$ cat config.mk
export PLATFORM = sky130hd
export DESIGN_NAME = mwq_update
export DESIGN_NICKNAME = d
export VERILOG_FILES = /design/src/rtl/core/mwq_pkg.sv /design/src/rtl/core/mwq_update.sv
export SDC_FILE = /design/constraint.sdc
export NUM_CORES = 1
export LEC_CHECK = 0
export BUFFER_PORTS_ARGS = -buffer_cell sky130_fd_sc_hd__buf_4
export CAP_MARGIN = 20
export CORE_MARGIN = 2
export CORE_UTILIZATION = 30
export DETAILED_ROUTE_END_ITERATION = 12
export GPL_TIMING_DRIVEN = 0
export PLACE_DENSITY = 0.59
export SETUP_SLACK_MARGIN = 0.1
export SLEW_MARGIN = 20
export SYNTH_ARGS = -nofsm -noshare
export SYNTH_HDL_FRONTEND = slang
export SYNTH_SLANG_ARGS = --single-unit
$ cat constraint.sdc
create_clock -name vclk -period 10.8
set_input_delay 2.7 -clock vclk [all_inputs]
set_output_delay 2.7 -clock vclk [all_outputs]
set_load 0.02 [all_outputs]
$ cat src/rtl/core/mwq_pkg.sv
`timescale 1ns / 1ps

package mwq_pkg;

  localparam int CELL_COUNT = 256;
  localparam int CELL_W     = $clog2(CELL_COUNT);
  // sides with bit 0 clear live in bank 0, the others in bank 1
  localparam int BANK_DEPTH = CELL_COUNT * 2;
  localparam int BANK_AW    = CELL_W + 1;

  localparam int CNT_W = 4;
  localparam logic [CNT_W-1:0] CNT_MAX = '1;

  localparam logic [1:0] OBS_NO_WALL = 2'd0;
  localparam logic [1:0] OBS_WALL    = 2'd1;

  typedef logic [2*CNT_W-1:0] entry_t;
  typedef logic [BANK_AW-1:0] bank_addr_t;

  typedef struct packed {
    logic   cur_we;
    logic   nbr_we;
    entry_t cur;
    entry_t nbr;
    logic   commit;
    logic   wall;
  } upd_t;

endpackage

$ cat src/rtl/core/mwq_update.sv
`timescale 1ns / 1ps

module mwq_update (
  input  logic                      active,
  input  logic                      absent,
  input  logic                      has_nbr,
  input  logic [mwq_pkg::CNT_W-1:0] threshold,
  input  mwq_pkg::entry_t           cur_entry,
  input  mwq_pkg::entry_t           nbr_entry,
  output mwq_pkg::upd_t             upd
);
  import mwq_pkg::*;

  logic [CNT_W-1:0] thr;
  logic [CNT_W-1:0] cur_same;
  logic [CNT_W-1:0] cur_opp;
  logic [CNT_W-1:0] nbr_same;
  logic [CNT_W-1:0] cur_inc;
  logic [CNT_W-1:0] nbr_inc;
  logic [CNT_W-1:0] cur_new;
  logic [CNT_W-1:0] nbr_new;
  logic             contra;
  logic             hit;

  // a zero threshold acts as one
  assign thr = (threshold == '0) ? CNT_W'(1) : threshold;

  assign cur_same = absent ? cur_entry[2*CNT_W-1:CNT_W] : cur_entry[CNT_W-1:0];
  assign cur_opp  = absent ? cur_entry[CNT_W-1:0] : cur_entry[2*CNT_W-1:CNT_W];
  assign nbr_same = absent ? nbr_entry[2*CNT_W-1:CNT_W] : nbr_entry[CNT_W-1:0];

  assign contra  = (cur_opp != '0);
  assign cur_inc = (cur_same == CNT_MAX) ? CNT_MAX : cur_same + CNT_W'(1);
  assign nbr_inc = (nbr_same == CNT_MAX) ? CNT_MAX : nbr_same + CNT_W'(1);
  assign hit     = (cur_inc >= thr);
  assign cur_new = hit ? thr : cur_inc;
  assign nbr_new = hit ? thr : nbr_inc;

  always_comb begin
    upd.cur_we = active;
    upd.nbr_we = active && has_nbr;
    if (contra) begin
      upd.cur = '0;
      upd.nbr = '0;
    end else if (absent) begin
      upd.cur = {cur_new, cur_entry[CNT_W-1:0]};
      upd.nbr = {nbr_new, nbr_entry[CNT_W-1:0]};
    end else begin
      upd.cur = {cur_entry[2*CNT_W-1:CNT_W], cur_new};
      upd.nbr = {nbr_entry[2*CNT_W-1:CNT_W], nbr_new};
    end
    upd.commit = active && !contra && hit;
    upd.wall   = active && !contra && hit && !absent;
  end

endmodule

==> run_results.csv <==
group,metric,value,unit
timing,fin_crit_sh,78.9,%
placed_design,dpl_worst_slack,2.32,ns
worst_hold_path,hold_path_depth,3,
timing,fin_ws,2.28,ns
worst_hold_path,hold_end,"upd[19]",
global_routing,grt_start_max_net_pins,11,
timing,worstMarginPinSlew,0.534,ns
global_routing,antenna_found_initial,0,
logic_synthesis,seq_area_frac_synth,0,%
cells_and_area,regArea,0,µm²
die,core_area,0.00245,mm²
die,die_w,54.8,µm
drt,vias,1023,
setup_path,cp.required,8.10,ns
power_and_ir_drop,pwr-share-clk,0,%
cells_and_area,clkbuf_count,0,
drt,ant_nets,0,
die,rows,18,
timing,final_hold_viol_count,0,
timing,finalSetupViolations,0,
setup_path,start_kind,"primary input",
timing,fin_setup_tns,0,ns
global_routing,grt_first_pass_wirelength,4240,µm
worst_hold_path,hold_class,"primary input to primary output",
outcome,status,"finished, final reports clean",
drt,drc,0,
die,die_h,54.8,µm
setup_path,critPathKind,"primary input to primary output",
power_and_ir_drop,power_frac_comb,100.0,%
cts,cts_setup_buffers,0,
power_and_ir_drop,intPower,0.0000221,W
power_and_ir_drop,switching_power,0.0000314,W
worst_hold_path,hp-start,"active",
global_routing,overflow,0,
cells_and_area,drive_gt1_share,36.4,%
cts,cts-hold-fix-buffers,0,
drt,drt-initial-drc-count,22,
timing,relSlewSlack,64.1,%
setup_path,critPathArrivalTime,5.82,ns
drt,wl,2660,µm
cells_and_area,seq_cells,0,
timing,rsz0062_at_grt,"no",
timing,slew_violations,0,
logic_synthesis,synth-xor-area-share,0,%
logic_synthesis,syn_nets,140,
drt,detail_route.wl_per_cell,14.5,µm
power_and_ir_drop,p_per_area,47.1,mW/mm²
cells_and_area,multi_input_area,698,µm²
logic_synthesis,netlist_area,774,µm²
setup_path,cp-startpoint,"absent",
power_and_ir_drop,switching_share,58.7,%
power_and_ir_drop,p_seq_share,0,%
logic_synthesis,muxShareOfSynthArea,9.69,%
logic_synthesis,ys_types,46,
cells_and_area,nets,185,
cts,cts-resized-gates,0,
logic_synthesis,synthAdderAreaFrac,9.69,%
placed_design,io_buffers,43,
logic_synthesis,syn_inst,111,
cells_and_area,n_antenna_cell,0,
timing,fin_crit,8.52,ns
power_and_ir_drop,irDropWorstVdd,0.0328,mV
power_and_ir_drop,p_leak,0.531,nW
setup_path,critPathCaptureType,"primary output",
placed_design,dp.final_hpwl,2190,µm
flow_run,maxCapViolations,0,
die,die_area,0.00300,mm²
logic_synthesis,synth_top_family_by_area,"compound AO/OA/AOI/OAI gates",
cells_and_area,num-fill-cells,242,
placed_design,finalWeightedCongestion,0.876,
cells_and_area,syn_to_final_growth,46.5,%
logic_synthesis,ys_warn_count,0,
die,initial_core_util,31.5,%
logic_synthesis,synth_compound_area_share,36.7,%
timing,max_freq,0.117,GHz
logic_synthesis,avgSynthCellArea,6.98,µm²
global_routing,grt_usage,18.6,%
logic_synthesis,synth_simple_gate_area_share,34.1,%
global_routing,grt_pass1_vias,898,
drt,via_per_inst,5.56,
die,ios,43,
drt,firstDrtPassIters,4,
setup_path,crit_fanout,10,
==> worst max-delay path by stage <==
stage	to	slack, ns	cells past startpoint
2_1_floorplan	upd[5]	2.68	11
3_3_place_gp	upd[4]	2.31	14
3_5_place_dp	upd[8]	2.32	14
4_1_cts	upd[4]	2.31	14
5_1_grt	upd[4]	2.02	14
6_report	upd[4]	2.28	14
==> power groups by stage <==
stage               Clock [W]  Sequential [W]  Combinational (W)
global placement            0               0          0.0000528
global route                0               0          0.0000591
CTS                         0               0          0.0000532
finish                      0               0          0.0000535
floorplan                   0               0          0.0000339
detailed placement          0               0          0.0000528
==> synthesized netlist by cell type (2+ instances only) <==
master	instances	area, µm²
a211oi_1	6	45.0
a21oi_1	6	30.0
a311oi_1	6	52.6
and2_1	2	12.5
buf_4	2	15.0
ha_1	6	75.1
inv_1	12	45.0
mux2_2	2	22.5
mux2i_1	3	30.0
nand2_1	3	11.3
nand2b_1	3	18.8
nand3_1	8	40.0
nand3b_1	3	22.5
nor2_1	9	33.8
nor3_1	4	20.0
o21a_1	2	15.0
o21ai_0	3	15.0
o31ai_1	2	15.0
or2b_1	2	15.0
==> cells by family (layout without fill, tap and decap cells) <==
logic type	after synthesis	in the layout
buf+inv	16	59
compound gates	38	38
fa+ha+maj	6	6
simple gates	45	45
mux	6	6
==> metal layers <==
metal  vias up  track usage [%]  routed length, µm
li1        525                -                  -
met1       466             26.9               1270
met2        32             32.3               1290
met3         0            0.273                108
met4         0                0                  0
met5         -                0                  0
==> cell type report <==
type	instances	share of cell area, %
multi-input cells	95	61.5
plain buffers	4	2.76
repair buffers	43	28.4
well taps	30	3.31
inverters	12	3.97
==> critical path: stages <==
cell and delay (ns):
buf_4 0.10, buf_4 0.16, buf_2 0.25, mux2_2 0.36, ha_1 0.23, a21boi_0 0.16
nor2_1 0.22, inv_1 0.08, ha_1 0.28, inv_1 0.04, o21ai_1 0.40, nand3_1 0.28
a311oi_1 0.34, buf_4 0.19
==> layout by cell type, fill, tap and decap left out, types with 2 or more instances in the layout <==
master    netlist  final
nand3b_1        3      3
ha_1            6      6
nand2_1         3      3
nand3_1         8      8
or2b_1          2      2
buf_4           2     45
o31ai_1         2      2
a211oi_1        6      6
nor2_1          9      9
mux2i_1         3      3
and2_1          2      2
a21oi_1         6      6
inv_1          12     12
o21a_1          2      2
nand2b_1        3      3
nor3_1          4      4
a311oi_1        6      6
mux2_2          2      2
o21ai_0         3      3
==> through the flow <==
| stage | power (W) | area [µm²] | hold WS, ns | util, % | instances |
|---|---|---|---|---|---|
| floorplan | 0.0000339 | 774 | 5.51 | - | 111 |
| global placement | 0.0000528 | 1130 | 5.70 | 46.2 | 184 |
| detailed placement | 0.0000528 | 1130 | 5.70 | 46.2 | 184 |
| CTS | 0.0000532 | 1130 | 5.70 | 46.2 | 184 |
| global route | 0.0000591 | 1130 | 5.73 | 46.2 | 184 |
| finish | 0.0000535 | 1130 | 5.70 | 46.2 | 184 |
No activity file was read; power rests on OpenSTA's default activity.
